File: config.mk
export PLATFORM = sky130hd
export DESIGN_NAME = uv_sphere_mesh_generator
export DESIGN_NICKNAME = d
export VERILOG_FILES = /design/src/rtl/usm_pkg.sv /design/src/rtl/usm_div.sv /design/src/rtl/usm_cordic.sv /design/src/rtl/uv_sphere_mesh_generator.sv
export SDC_FILE = /design/constraint.sdc
export NUM_CORES = 2
export LEC_CHECK = 0
export BUFFER_PORTS_ARGS = -buffer_cell sky130_fd_sc_hd__buf_2
export CAP_MARGIN = 5
export CORE_MARGIN = 1.5
export CORE_UTILIZATION = 64
export DETAILED_ROUTE_END_ITERATION = 16
export PLACE_DENSITY = 0.91
export SLEW_MARGIN = 20
export SYNTH_ARGS = -nofsm -noshare
export SYNTH_HDL_FRONTEND = slang
export SYNTH_SLANG_ARGS = --single-unit
export TNS_END_PERCENT = 5
File: constraint.sdc
create_clock -name clk -period 9.4 [get_ports clk]
set_clock_uncertainty 0.2 [all_clocks]
set_input_delay 2.82 -clock clk [delete_from_list [all_inputs] [get_ports clk]]
set_output_delay 2.82 -clock clk [all_outputs]
set_load 0.05 [all_outputs]
File: src/rtl/usm_pkg.sv
// ----------------------------------------------------------------------------
// usm_pkg
// Shared constants and helper functions for the UV-sphere mesh generator.
// ----------------------------------------------------------------------------
package usm_pkg;

    localparam int PHASE_W    = 16;
    localparam int CORDIC_W   = 34;
    localparam int CORDIC_N   = 16;
    localparam int ITER_W     = $clog2(CORDIC_N);
    localparam int Q15_MAX    = 32767;

    localparam logic signed [CORDIC_W-1:0] CORDIC_X0 = 34'sd652032874;

    // Register indexes on the configuration port
    typedef enum logic [1:0] {
        REG_RADIUS    = 2'd0,
        REG_LAT_COUNT = 2'd1,
        REG_LON_COUNT = 2'd2,
        REG_NONE      = 2'd3
    } reg_idx_t;

    // Arctangent of 2^-i as a fraction of a full turn of 2^32
    function automatic logic signed [CORDIC_W-1:0] atan_lut(input logic [ITER_W-1:0] i);
        logic signed [CORDIC_W-1:0] v;
        unique case (i)
            4'd0:  v = 34'sd536870912;
            4'd1:  v = 34'sd316933405;
            4'd2:  v = 34'sd167458907;
            4'd3:  v = 34'sd85004756;
            4'd4:  v = 34'sd42667331;
            4'd5:  v = 34'sd21354465;
            4'd6:  v = 34'sd10679838;
            4'd7:  v = 34'sd5340245;
            4'd8:  v = 34'sd2670163;
            4'd9:  v = 34'sd1335086;
            4'd10: v = 34'sd667544;
            4'd11: v = 34'sd333772;
            4'd12: v = 34'sd166886;
            4'd13: v = 34'sd83443;
            4'd14: v = 34'sd41721;
            4'd15: v = 34'sd20860;
        endcase
        return v;
    endfunction

    // Round a Q2.30 value to Q1.15 and clamp to the symmetric range
    function automatic logic signed [15:0] rnd_q15(input logic signed [CORDIC_W-1:0] v);
        logic signed [CORDIC_W-1:0] r;
        r = (v + 34'sd16384) >>> 15;
        if (r > 34'sd32767) begin
            return 16'sd32767;
        end
        if (r < -34'sd32767) begin
            return -16'sd32767;
        end
        return r[15:0];
    endfunction

endpackage

File: src/rtl/usm_div.sv
// ----------------------------------------------------------------------------
// usm_div
// Restoring divider giving floor(numer * 2^16 / denom), one bit per cycle.
// ----------------------------------------------------------------------------
module usm_div #(
    parameter int W = 9
) (
    input  logic                         clk,
    input  logic                         rst_n,
    input  logic                         start,
    input  logic [W-1:0]                 numer,
    input  logic [W-1:0]                 denom,
    output logic                         done,
    output logic [usm_pkg::PHASE_W-1:0]  quot
);
    import usm_pkg::*;

    logic [W-1:0]         rem_reg;
    logic [PHASE_W-1:0]   quot_reg;
    logic [ITER_W-1:0]    cnt_reg;
    logic                 busy_reg;
    logic                 done_reg;
    logic [W:0]           shifted;
    logic                 ge;
    logic [W:0]           diff;

    // The numerator is below the divisor, so the remainder always fits W bits.
    assign shifted = {rem_reg, 1'b0};
    assign ge      = shifted >= {1'b0, denom};
    assign diff    = shifted - {1'b0, denom};

    always_ff @(posedge clk or negedge rst_n)
    begin
        if (!rst_n)
        begin
            busy_reg <= 1'b0;
            done_reg <= 1'b0;
            cnt_reg  <= '0;
            rem_reg  <= '0;
            quot_reg <= '0;
        end
        else
        begin
            done_reg <= 1'b0;
            if (start)
            begin
                rem_reg  <= numer;
                cnt_reg  <= '0;
                busy_reg <= 1'b1;
            end
            else if (busy_reg)
            begin
                rem_reg  <= ge ? diff[W-1:0] : shifted[W-1:0];
                quot_reg <= {quot_reg[PHASE_W-2:0], ge};
                cnt_reg  <= cnt_reg + 1'b1;
                if (cnt_reg == ITER_W'(PHASE_W - 1))
                begin
                    busy_reg <= 1'b0;
                    done_reg <= 1'b1;
                end
            end
        end
    end

    assign done = done_reg;
    assign quot = quot_reg;

endmodule

File: src/rtl/usm_cordic.sv
// ----------------------------------------------------------------------------
// usm_cordic
// Iterative rotation-mode CORDIC, one micro-rotation per cycle, giving the
// cosine and sine of a 16-bit phase in Q1.15.
// ----------------------------------------------------------------------------
module usm_cordic (
    input  logic                                clk,
    input  logic                                rst_n,
    input  logic                                start,
    input  logic [usm_pkg::PHASE_W-1:0]         phase,
    output logic                                done,
    output logic signed [15:0]                  cos_q,
    output logic signed [15:0]                  sin_q
);
    import usm_pkg::*;

    logic signed [CORDIC_W-1:0] x_reg;
    logic signed [CORDIC_W-1:0] y_reg;
    logic signed [CORDIC_W-1:0] z_reg;
    logic [1:0]                 quad_reg;
    logic [ITER_W-1:0]          i_reg;
    logic                       busy_reg;
    logic                       done_reg;
    logic signed [CORDIC_W-1:0] dx;
    logic signed [CORDIC_W-1:0] dy;
    logic signed [CORDIC_W-1:0] at;
    logic signed [15:0]         xr;
    logic signed [15:0]         yr;

    assign dx = y_reg >>> i_reg;
    assign dy = x_reg >>> i_reg;
    assign at = atan_lut(i_reg);

    always_ff @(posedge clk or negedge rst_n)
    begin
        if (!rst_n)
        begin
            busy_reg <= 1'b0;
            done_reg <= 1'b0;
            i_reg    <= '0;
            quad_reg <= '0;
            x_reg    <= '0;
            y_reg    <= '0;
            z_reg    <= '0;
        end
        else
        begin
            done_reg <= 1'b0;
            if (start)
            begin
                x_reg    <= CORDIC_X0;
                y_reg    <= '0;
                z_reg    <= CORDIC_W'({phase[13:0], 16'h0000});
                quad_reg <= phase[15:14];
                i_reg    <= '0;
                busy_reg <= 1'b1;
            end
            else if (busy_reg)
            begin
                if (!z_reg[CORDIC_W-1])
                begin
                    x_reg <= x_reg - dx;
                    y_reg <= y_reg + dy;
                    z_reg <= z_reg - at;
                end
                else
                begin
                    x_reg <= x_reg + dx;
                    y_reg <= y_reg - dy;
                    z_reg <= z_reg + at;
                end
                i_reg <= i_reg + 1'b1;
                if (i_reg == ITER_W'(CORDIC_N - 1))
                begin
                    busy_reg <= 1'b0;
                    done_reg <= 1'b1;
                end
            end
        end
    end

    assign xr = rnd_q15(x_reg);
    assign yr = rnd_q15(y_reg);

    // Quadrant fold-out of the first-quadrant result
    always_comb
    begin
        unique case (quad_reg)
            2'd0:
            begin
                cos_q = xr;
                sin_q = yr;
            end
            2'd1:
            begin
                cos_q = -yr;
                sin_q = xr;
            end
            2'd2:
            begin
                cos_q = -xr;
                sin_q = -yr;
            end
            2'd3:
            begin
                cos_q = yr;
                sin_q = -xr;
            end
        endcase
    end

    assign done = done_reg;

endmodule

File: src/rtl/uv_sphere_mesh_generator.sv
// ----------------------------------------------------------------------------
// uv_sphere_mesh_generator
// Emits one element of a UV-sphere mesh per request transaction.
// ----------------------------------------------------------------------------
// Each transaction on the request channel (in_valid, in_stall, restart) yields
// exactly one result transaction on the output channel (out_valid, out_stall):
// the pole and ring vertices first, then the triangle indices, with last set
// on the final triangle, after which the mesh starts again at the top pole.
// restart = 1 makes the transaction return the top pole vertex.
// Poles and triangles go from acceptance through the C_OUT state into the
// output register. A ring vertex takes two 16-step divisions for the angle
// phases, two 16-step CORDIC runs on the shared rotator, six products through
// one shared multiplier (C_MUL, then C_ACC for each) and the output register.
// The block takes one request at a time; in_stall stays high while it works
// and drops as the result is loaded into the output register, so a new
// request is only taken once the last one is finished.
// The result sits in an output register; while out_stall is high it holds and
// the block waits before finishing the next transaction.
// Reset sets radius 1.0, 16 latitude and 32 longitude segments and the top
// pole. An APB write to the radius or a count register restarts the mesh too.
// ----------------------------------------------------------------------------
module uv_sphere_mesh_generator #(
    parameter int MAX_SEGMENTS = 256
) (
    input  logic               clk,
    input  logic               rst_n,
    input  logic               psel,
    input  logic               penable,
    input  logic               pwrite,
    input  logic [3:0]         paddr,
    input  logic [31:0]        pwdata,
    output logic [31:0]        prdata,
    output logic               pready,
    input  logic               in_valid,
    output logic               in_stall,
    input  logic               restart,
    output logic               out_valid,
    input  logic               out_stall,
    output logic               kind,
    output logic signed [31:0] coord_a,
    output logic signed [31:0] coord_b,
    output logic signed [31:0] coord_c,
    output logic signed [15:0] normal_x,
    output logic signed [15:0] normal_y,
    output logic signed [15:0] normal_z,
    output logic [15:0]        tex_u,
    output logic [16:0]        tex_v,
    output logic               last
);
    import usm_pkg::*;

    localparam int SEG_W = $clog2(MAX_SEGMENTS + 1);
    localparam int IDX_W = 2 * SEG_W + 1;
    localparam int PROD_W = 42;

    typedef enum logic [2:0] {
        ST_TOP, ST_RING, ST_BOTTOM, ST_TOPFAN, ST_BODY_A, ST_BODY_B, ST_BOTFAN
    } stage_t;

    typedef enum logic [2:0] {
        C_IDLE, C_DIV_LON, C_DIV_LAT, C_COR_LAT, C_COR_LON, C_MUL, C_ACC, C_OUT
    } ctl_t;

    ctl_t                      ctl_reg;
    stage_t                    stage_reg;
    logic [23:0]               radius_reg;
    logic [SEG_W-1:0]          lat_cnt_reg;
    logic [SEG_W-1:0]          lon_cnt_reg;
    logic [SEG_W-1:0]          lat_reg;
    logic [SEG_W-1:0]          lon_reg;
    logic [IDX_W-1:0]          base_reg;
    logic [SEG_W-1:0]          lat_w_reg;
    logic [SEG_W-1:0]          lon_w_reg;
    logic                      div_start_reg;
    logic                      cor_start_reg;
    logic [PHASE_W-1:0]        lon_ph_reg;
    logic [PHASE_W-1:0]        lat_ph_reg;
    logic signed [15:0]        cp_reg;
    logic signed [15:0]        sp_reg;
    logic signed [15:0]        ct_reg;
    logic signed [15:0]        st_reg;
    logic signed [25:0]        rr_reg;
    logic [2:0]                k_reg;
    logic signed [PROD_W-1:0]  prod_reg;

    // Result staging, then the output register
    logic                      stg_kind;
    logic signed [31:0]        stg_a;
    logic signed [31:0]        stg_b;
    logic signed [31:0]        stg_c;
    logic signed [15:0]        stg_nx;
    logic signed [15:0]        stg_ny;
    logic signed [15:0]        stg_nz;
    logic [15:0]               stg_u;
    logic [16:0]               stg_v;
    logic                      stg_last;
    logic                      out_valid_reg;

    logic                      cfg_wr;
    reg_idx_t                  cfg_idx;
    logic [SEG_W-1:0]          cfg_seg;
    logic                      accept;
    stage_t                    eff_stage;
    logic [SEG_W-1:0]          eff_lat;
    logic [SEG_W-1:0]          eff_lon;
    logic [SEG_W:0]            lon_inc;
    logic                      lon_wrap;
    logic [SEG_W-1:0]          lon_nxt;
    logic [SEG_W:0]            lat_inc;
    logic [IDX_W-1:0]          idx_lon;
    logic [IDX_W-1:0]          idx_nxt;
    logic [IDX_W-1:0]          idx_lon_lo;
    logic [IDX_W-1:0]          idx_nxt_lo;
    logic [IDX_W-1:0]          base_lo;
    logic                      div_done;
    logic [PHASE_W-1:0]        div_quot;
    logic                      cor_done;
    logic signed [15:0]        cor_cos;
    logic signed [15:0]        cor_sin;
    logic signed [25:0]        mul_a;
    logic signed [15:0]        mul_b;
    logic signed [PROD_W-1:0]  rnd;
    logic signed [15:0]        rnd_clamped;

    function automatic logic [SEG_W-1:0] clamp_seg(input logic [8:0] v);
        if (int'(v) < 3) begin
            return SEG_W'(3);
        end
        if (int'(v) > MAX_SEGMENTS) begin
            return SEG_W'(MAX_SEGMENTS);
        end
        return SEG_W'(v);
    endfunction

    usm_div #(.W(SEG_W)) u_div (
        .clk   (clk),
        .rst_n (rst_n),
        .start (div_start_reg),
        .numer ((ctl_reg == C_DIV_LAT) ? lat_w_reg : lon_w_reg),
        .denom ((ctl_reg == C_DIV_LAT) ? lat_cnt_reg : lon_cnt_reg),
        .done  (div_done),
        .quot  (div_quot)
    );

    usm_cordic u_cordic (
        .clk   (clk),
        .rst_n (rst_n),
        .start (cor_start_reg),
        .phase ((ctl_reg == C_COR_LAT) ? lat_ph_reg : lon_ph_reg),
        .done  (cor_done),
        .cos_q (cor_cos),
        .sin_q (cor_sin)
    );

    assign pready  = 1'b1;
    assign cfg_idx = reg_idx_t'(paddr[3:2]);
    assign cfg_wr  = psel && penable && pwrite;
    assign cfg_seg = clamp_seg(pwdata[8:0]);

    always_comb
    begin
        unique case (cfg_idx)
            REG_RADIUS:    prdata = 32'(radius_reg);
            REG_LAT_COUNT: prdata = 32'(lat_cnt_reg);
            REG_LON_COUNT: prdata = 32'(lon_cnt_reg);
            REG_NONE:      prdata = '0;
        endcase
    end

    assign in_stall  = (ctl_reg != C_IDLE);
    assign accept    = in_valid && !in_stall;
    assign eff_stage = restart ? ST_TOP : stage_reg;
    assign eff_lat   = restart ? '0 : lat_reg;
    assign eff_lon   = restart ? '0 : lon_reg;
    assign lon_inc   = {1'b0, eff_lon} + 1'b1;
    assign lon_wrap  = lon_inc >= {1'b0, lon_cnt_reg};
    assign lon_nxt   = lon_wrap ? '0 : lon_inc[SEG_W-1:0];
    assign lat_inc   = {1'b0, eff_lat} + 1'b1;
    assign idx_lon    = base_reg + IDX_W'(eff_lon);
    assign idx_nxt    = base_reg + IDX_W'(lon_nxt);
    assign base_lo    = base_reg + IDX_W'(lon_cnt_reg);
    assign idx_lon_lo = base_lo + IDX_W'(eff_lon);
    assign idx_nxt_lo = base_lo + IDX_W'(lon_nxt);

    // Shared multiplier operand selection over the six products
    always_comb
    begin
        unique case (k_reg)
            3'd0:
            begin
                mul_a = 26'(radius_reg);
                mul_b = sp_reg;
            end
            3'd1:
            begin
                mul_a = rr_reg;
                mul_b = ct_reg;
            end
            3'd2:
            begin
                mul_a = 26'(radius_reg);
                mul_b = cp_reg;
            end
            3'd3:
            begin
                mul_a = rr_reg;
                mul_b = st_reg;
            end
            3'd4:
            begin
                mul_a = 26'(sp_reg);
                mul_b = ct_reg;
            end
            default:
            begin
                mul_a = 26'(sp_reg);
                mul_b = st_reg;
            end
        endcase
    end

    assign rnd = (prod_reg + PROD_W'(16384)) >>> 15;

    always_comb
    begin
        if (rnd > PROD_W'(Q15_MAX))
        begin
            rnd_clamped = 16'(Q15_MAX);
        end
        else if (rnd < -PROD_W'(Q15_MAX))
        begin
            rnd_clamped = -16'(Q15_MAX);
        end
        else
        begin
            rnd_clamped = rnd[15:0];
        end
    end

    always_ff @(posedge clk or negedge rst_n)
    begin
        if (!rst_n)
        begin
            ctl_reg       <= C_IDLE;
            stage_reg     <= ST_TOP;
            radius_reg    <= 24'd65536;
            lat_cnt_reg   <= clamp_seg(9'd16);
            lon_cnt_reg   <= clamp_seg(9'd32);
            lat_reg       <= '0;
            lon_reg       <= '0;
            base_reg      <= IDX_W'(1);
            lat_w_reg     <= '0;
            lon_w_reg     <= '0;
            div_start_reg <= 1'b0;
            cor_start_reg <= 1'b0;
            lon_ph_reg    <= '0;
            lat_ph_reg    <= '0;
            cp_reg        <= '0;
            sp_reg        <= '0;
            ct_reg        <= '0;
            st_reg        <= '0;
            rr_reg        <= '0;
            k_reg         <= '0;
            prod_reg      <= '0;
            stg_kind      <= 1'b0;
            stg_a         <= '0;
            stg_b         <= '0;
            stg_c         <= '0;
            stg_nx        <= '0;
            stg_ny        <= '0;
            stg_nz        <= '0;
            stg_u         <= '0;
            stg_v         <= '0;
            stg_last      <= 1'b0;
            out_valid_reg <= 1'b0;
            kind          <= 1'b0;
            coord_a       <= '0;
            coord_b       <= '0;
            coord_c       <= '0;
            normal_x      <= '0;
            normal_y      <= '0;
            normal_z      <= '0;
            tex_u         <= '0;
            tex_v         <= '0;
            last          <= 1'b0;
        end
        else
        begin
            div_start_reg <= 1'b0;
            cor_start_reg <= 1'b0;

            if (ctl_reg == C_OUT && (!out_valid_reg || !out_stall))
            begin
                out_valid_reg <= 1'b1;
            end
            else if (out_valid_reg && !out_stall)
            begin
                out_valid_reg <= 1'b0;
            end

            if (cfg_wr && cfg_idx != REG_NONE)
            begin
                unique case (cfg_idx)
                    REG_RADIUS:    radius_reg  <= pwdata[23:0];
                    REG_LAT_COUNT: lat_cnt_reg <= cfg_seg;
                    REG_LON_COUNT: lon_cnt_reg <= cfg_seg;
                    REG_NONE:      radius_reg  <= radius_reg;
                endcase
                stage_reg <= ST_TOP;
                lat_reg   <= '0;
                lon_reg   <= '0;
            end

            unique case (ctl_reg)
                C_IDLE:
                begin
                    if (accept)
                    begin
                        stg_kind <= 1'b1;
                        stg_nx   <= '0;
                        stg_ny   <= '0;
                        stg_nz   <= '0;
                        stg_u    <= '0;
                        stg_v    <= '0;
                        stg_last <= 1'b0;
                        ctl_reg  <= C_OUT;
                        unique case (eff_stage)
                            ST_RING:
                            begin
                                stg_kind      <= 1'b0;
                                lat_w_reg     <= eff_lat;
                                lon_w_reg     <= eff_lon;
                                div_start_reg <= 1'b1;
                                ctl_reg       <= C_DIV_LON;
                                lon_reg       <= lon_inc[SEG_W-1:0];
                                if (lon_wrap)
                                begin
                                    lon_reg <= '0;
                                    lat_reg <= lat_inc[SEG_W-1:0];
                                    stage_reg <= (lat_inc >= {1'b0, lat_cnt_reg}) ?
                                                 ST_BOTTOM : ST_RING;
                                end
                                else
                                begin
                                    lat_reg   <= eff_lat;
                                    stage_reg <= ST_RING;
                                end
                            end
                            ST_BOTTOM:
                            begin
                                stg_kind  <= 1'b0;
                                stg_a     <= '0;
                                stg_b     <= -$signed(32'(radius_reg));
                                stg_c     <= '0;
                                stg_ny    <= -16'(Q15_MAX);
                                stg_u     <= 16'h8000;
                                stage_reg <= ST_TOPFAN;
                                lat_reg   <= '0;
                                lon_reg   <= '0;
                            end
                            ST_TOPFAN:
                            begin
                                stg_a   <= '0;
                                stg_b   <= 32'(lon_nxt) + 32'sd1;
                                stg_c   <= 32'(eff_lon) + 32'sd1;
                                lat_reg <= '0;
                                if (lon_wrap)
                                begin
                                    lon_reg   <= '0;
                                    base_reg  <= IDX_W'(1);
                                    stage_reg <= ST_BODY_A;
                                end
                                else
                                begin
                                    lon_reg   <= lon_inc[SEG_W-1:0];
                                    stage_reg <= ST_TOPFAN;
                                end
                            end
                            ST_BODY_A:
                            begin
                                stg_a     <= 32'(idx_lon);
                                stg_b     <= 32'(idx_nxt);
                                stg_c     <= 32'(idx_lon_lo);
                                lat_reg   <= eff_lat;
                                lon_reg   <= eff_lon;
                                stage_reg <= ST_BODY_B;
                            end
                            ST_BODY_B:
                            begin
                                stg_a     <= 32'(idx_nxt);
                                stg_b     <= 32'(idx_nxt_lo);
                                stg_c     <= 32'(idx_lon_lo);
                                stage_reg <= ST_BODY_A;
                                if (lon_wrap)
                                begin
                                    // Next band: the base advances by one ring
                                    lon_reg  <= '0;
                                    base_reg <= base_lo;
                                    if (lat_inc >= {1'b0, lat_cnt_reg} - 2'd2)
                                    begin
                                        lat_reg   <= '0;
                                        stage_reg <= ST_BOTFAN;
                                    end
                                    else
                                    begin
                                        lat_reg <= lat_inc[SEG_W-1:0];
                                    end
                                end
                                else
                                begin
                                    lon_reg <= lon_inc[SEG_W-1:0];
                                    lat_reg <= eff_lat;
                                end
                            end
                            ST_BOTFAN:
                            begin
                                // The base now points at the last ring.
                                stg_a    <= 32'(idx_lon);
                                stg_b    <= 32'(idx_nxt);
                                stg_c    <= 32'(base_lo);
                                stg_last <= lon_wrap;
                                lat_reg  <= '0;
                                if (lon_wrap)
                                begin
                                    lon_reg   <= '0;
                                    stage_reg <= ST_TOP;
                                end
                                else
                                begin
                                    lon_reg   <= lon_inc[SEG_W-1:0];
                                    stage_reg <= ST_BOTFAN;
                                end
                            end
                            default:
                            begin
                                stg_kind  <= 1'b0;
                                stg_a     <= '0;
                                stg_b     <= $signed(32'(radius_reg));
                                stg_c     <= '0;
                                stg_ny    <= 16'(Q15_MAX);
                                stg_u     <= 16'h8000;
                                stg_v     <= 17'h10000;
                                stage_reg <= ST_RING;
                                lat_reg   <= SEG_W'(1);
                                lon_reg   <= '0;
                                base_reg  <= IDX_W'(1);
                            end
                        endcase
                    end
                end
                C_DIV_LON:
                begin
                    if (div_done)
                    begin
                        lon_ph_reg    <= div_quot;
                        stg_u         <= div_quot;
                        div_start_reg <= 1'b1;
                        ctl_reg       <= C_DIV_LAT;
                    end
                end
                C_DIV_LAT:
                begin
                    if (div_done)
                    begin
                        // floor(lat*2^15/T) is half of floor(lat*2^16/T), rounded down.
                        lat_ph_reg    <= {1'b0, div_quot[PHASE_W-1:1]};
                        stg_v         <= 17'h10000 - {1'b0, div_quot};
                        cor_start_reg <= 1'b1;
                        ctl_reg       <= C_COR_LAT;
                    end
                end
                C_COR_LAT:
                begin
                    if (cor_done)
                    begin
                        cp_reg        <= cor_cos;
                        sp_reg        <= cor_sin;
                        stg_ny        <= cor_cos;
                        cor_start_reg <= 1'b1;
                        ctl_reg       <= C_COR_LON;
                    end
                end
                C_COR_LON:
                begin
                    if (cor_done)
                    begin
                        ct_reg  <= cor_cos;
                        st_reg  <= cor_sin;
                        k_reg   <= '0;
                        ctl_reg <= C_MUL;
                    end
                end
                C_MUL:
                begin
                    prod_reg <= PROD_W'(mul_a) * PROD_W'(mul_b);
                    ctl_reg  <= C_ACC;
                end
                C_ACC:
                begin
                    unique case (k_reg)
                        3'd0:    rr_reg <= rnd[25:0];
                        3'd1:    stg_a  <= rnd[31:0];
                        3'd2:    stg_b  <= rnd[31:0];
                        3'd3:    stg_c  <= rnd[31:0];
                        3'd4:    stg_nx <= rnd_clamped;
                        default: stg_nz <= rnd_clamped;
                    endcase
                    k_reg   <= k_reg + 1'b1;
                    ctl_reg <= (k_reg == 3'd5) ? C_OUT : C_MUL;
                end
                C_OUT:
                begin
                    if (!out_valid_reg || !out_stall)
                    begin
                        kind          <= stg_kind;
                        coord_a       <= stg_a;
                        coord_b       <= stg_b;
                        coord_c       <= stg_c;
                        normal_x      <= stg_nx;
                        normal_y      <= stg_ny;
                        normal_z      <= stg_nz;
                        tex_u         <= stg_u;
                        tex_v         <= stg_v;
                        last          <= stg_last;
                        ctl_reg       <= C_IDLE;
                    end
                end
            endcase
        end
    end

    assign out_valid = out_valid_reg;

endmodule

==> impl_summary.md <==
Logic synthesis
Synthesis handed over a netlist of between 7000 and 8000 instances. The synthesized netlist contains 99 unique library cells. The area of the mapped netlist is about 64000 um2. Of the total synthesized cell area, the portion taken by AND, OR, NAND and NOR gates is between 10% and 20%. In the synthesized netlist the async set-or-reset flop fraction comes to 100%.

By instance count, the leading cell after synthesis is nand2_1. After Yosys synthesis, full adders, half adders and majority gates account for 18.8% of the synthesized area. The multiplexer share of the synthesized area is 10.1%. The largest area contributor in the synthesized netlist is dfrtp_1. The commonest cells after synthesis are nand2_1, dfrtp_1, inv_1. The synthesized area per cell is 8.95 um2. The sequential cell area fraction in the yosys report is between 20 and 30%. Counting flops with a built-in enable in the synthesized netlist gives 0. The proportion of netlist area held by the largest area contributor is 28.8%.

The xor and xnor fraction of the mapped netlist area is 5.78%. By area the synthesized netlist is led by dfrtp_1, fa_1, ha_1. The number of synthesis warnings is 0. By area, the combinational part of the netlist is dominated by adder cells. The number of register bits inferred by synthesis is 737. Among all flip-flop cells after synthesis, the most frequent one is dfrtp_1.

The synthesized netlist devotes 14.5% of its cell area to compound gates.

Critical path
The data required time at the worst endpoint is 9.77 ns. The launching element type of the critical path is a flip-flop. The worst setup path is captured at a flip-flop. Data arrives at the worst endpoint at 9.41 ns. The setup slack of the worst register-to-register path is 0.36 ns. Among all stages on the critical path, the largest delay is contributed by a2111oi_0. The origin of the critical flop-to-flop path is k_reg[0]$_DFFE_PN0P_. The endpoint identified for the worst register-to-register timing path is prod_reg[39]$_DFFE_PN0P_. The most numerous cell on the critical path is fa_1.

The worst-case reg-to-reg path depth is 30. The critical path class is flip-flop to flip-flop. In this design, the stage delay of the slowest critical-path cell is 0.62 ns. Of all nets on the critical path, the largest fanout is 8.

Die
In this run the core area contains ~120 standard-cell rows. The floorplan step defined a core boundary enclosing 98600 um2. In this run the horizontal extent of the chip is approximately 320 um.

The number of top-level pins is 258. The overall die area is 102000 um2. The vertical die dimension is around 320 um.

The initial core utilization is 64.7%.

CTS
The TritonCTS clock tree is built. The clock slew seen by the registers of the worst setup and hold paths is 0.07 ns. The clock reaches the later pin of the worst-skew pair after 0.72 ns. The buffer type at the clock tree root is clkbuf_16. The clock passes through at most 3 buffers. The number of H-tree levels is 3.

The CTS sink count is 737. The post-CTS setup buffer count is 0. The quantity of hold-fixing buffers added after cts is 0. In this run, CTS created clock tree buffers numbering 81.

Min path
The worst hold path begins at lat_w_reg[6]$_DFFE_PN0P_. The worst hold path class is flip-flop to flip-flop. The worst hold path terminates at lat_w_reg[6]$_DFFE_PN0P_.

The depth of the worst hold-timing path is 2.

Global routing
The met2 usage is 61.0%. The largest net degree at the start of global routing is 186. The total overflow left after global routing is 0. For met1 alone, demand over resource in global routing was a little over 50%.

The overall fraction of global-route tracks in use is 39.5%. The global routing usage on met3 is between 10% and 20%. The first global-routing pass estimated 314000 um of wire. The via count of the first global-routing pass was 55811.

met2 is the most crowded layer. The initial antenna violation count is 7.

STA
The minimum clock period after layout is between 9 and 10 ns. The relative slew slack is 21.9%. Setup violations remaining at the end of the flow were counted as 0.

At the pin with the least slew margin, the transition time is 1.17 ns. The final hold violation count is 0. The fraction of the cycle the final worst path needs is 96.1%. Derived from the worst setup path, the maximum achievable clock frequency is around 110 MHz. The max-slew violation total from the final report came to 0.

Outcome
The flow ran to the end, and the final reports show no timing, DRC or antenna violations.

Placement
The count of port buffers added during placement is 238. The placed wire-length estimate is 147000 um. Once placement completed, the tool counted placed cells totaling 8381. The final weighted congestion in routability-driven placement is 1.04.

Drt
The number of iterations in the first detailed-routing pass is 9. The remaining number of nets flagged by the antenna check after routing is 0. In the routed design, unresolved DRC markers number 0. For this block, the initial DRC count from the detailed router was 7392. Summing over every cut layer, the via total after detailed routing is 56121. The routed wirelength normalized by instance count is 23.6 um.

The post-detailed-route via-to-cell ratio is 6.58. The total detailed-routing wirelength is 201000 um.

Cells and area
The multi-input combinational cells in the finished layout cover a total of just over 40000 um2. The synthesis-to-finish area growth is 8.27%. After the last flow step, the layout net total stands at 7936. Counting the fill cells in the layout gives between 7000 and 8000. Across the whole layout, storage elements account for 18500 um2. The count of cells in the finished layout, fillers not included, comes to around 8500.

Of the cells placed in the final design, the portion with a size suffix greater than 1 is 13.1%.

Run
The max capacitance violation total is 0.
-- what timing repair did --
action                                  4_1_cts  5_1_grt
hold endpoints to repair                      0        0
resized for setup                             0        6
endpoints found under the setup margin        0       14
-- critical path, delay by kind of cell, from the launching register on --
family / cells / cell delay, ns
and+or+nand+nor: 3 / 0.46
buffers and inverters: 5 / 0.33
xor gates and xnor gates: 1 / 0.20
adders and majority gates: 8 / 3.87
AOI/OAI and AO/OA: 13 / 3.44
DFF: 1 / 0.40
-- worst max-delay path by stage --
stage                          from                        to  cells after the start
2_1_floorplan  k_reg[0]$_DFFE_PN0P_  prod_reg[27]$_DFFE_PN0P_                     32
3_3_place_gp   k_reg[0]$_DFFE_PN0P_  prod_reg[27]$_DFFE_PN0P_                     30
3_5_place_dp   k_reg[0]$_DFFE_PN0P_  prod_reg[27]$_DFFE_PN0P_                     29
4_1_cts        k_reg[0]$_DFFE_PN0P_  prod_reg[27]$_DFFE_PN0P_                     28
5_1_grt        k_reg[0]$_DFFE_PN0P_  prod_reg[27]$_DFFE_PN0P_                     30
6_report       k_reg[0]$_DFFE_PN0P_  prod_reg[39]$_DFFE_PN0P_                     30
-- final cells by class --
class                   instances  share of cell area (%)
diodes                          2                 0.00725
clock buffers                 117                    3.30
clock inverters                30                   0.770
inverters                     625                    3.40
multi-input cells            5347                    60.0
flip-flops and latches        737                    26.7
well taps                    1287                    2.33
repair buffers                386                    3.46
-- metal layers --
metal  vias to the layer above  wire length (um)
met5                         -                11
met4                         2             11200
met3                       784             26500
met2                      3773             89600
met1                     27256             74100
li1                      24306                 -
-- through the flow --
stage | worst slack, ns | utilization [%] | setup TNS, ns | instance area (um2) | hold WS [ns]
2_1_floorplan | 0.708 | - | 0 | 63800 | 0.235
3_3_place_gp | 0.487 | 67.1 | 0 | 66200 | 0.250
3_5_place_dp | 0.234 | 67.1 | 0 | 66200 | 0.267
4_1_cts | 0.175 | 70.0 | 0 | 69000 | 0.264
5_1_grt | -0.0155 | 70.1 | -0.0216 | 69100 | 0.282
6_report | 0.363 | 70.1 | 0 | 69100 | 0.278
-- layout by cell type, fill, tap and decap left out, drive strengths merged, types with 78 or more instances in the layout --
master | Yosys | routed
mux4 | 82 | 82
nand2 | 953 | 953
ha | 304 | 304
fa | 410 | 410
mux2 | 281 | 281
a21oi | 338 | 338
mux2i | 137 | 137
a21o | 108 | 108
o21ai | 496 | 496
a31oi | 78 | 78
inv | 623 | 626
nand3 | 102 | 102
nor2 | 614 | 614
xnor2 | 264 | 264
nand2b | 78 | 78
buf | 103 | 386
nor3 | 100 | 100
dfrtp | 733 | 733
xor2 | 157 | 157
clkbuf | 319 | 117
-- cell families after synthesis --
group	count (synthesis)
AND/OR/NAND/NOR	2213
multiplexers	500
buffers and inverters	1047
flip-flops	737
AO/OA/AOI/OAI	1490
XOR/XNOR	421
adder cells (fa/ha/maj)	714
other	2
Power is not shown: default switching activity piles up to over one toggle a cycle in this logic, so the estimate is an artifact.
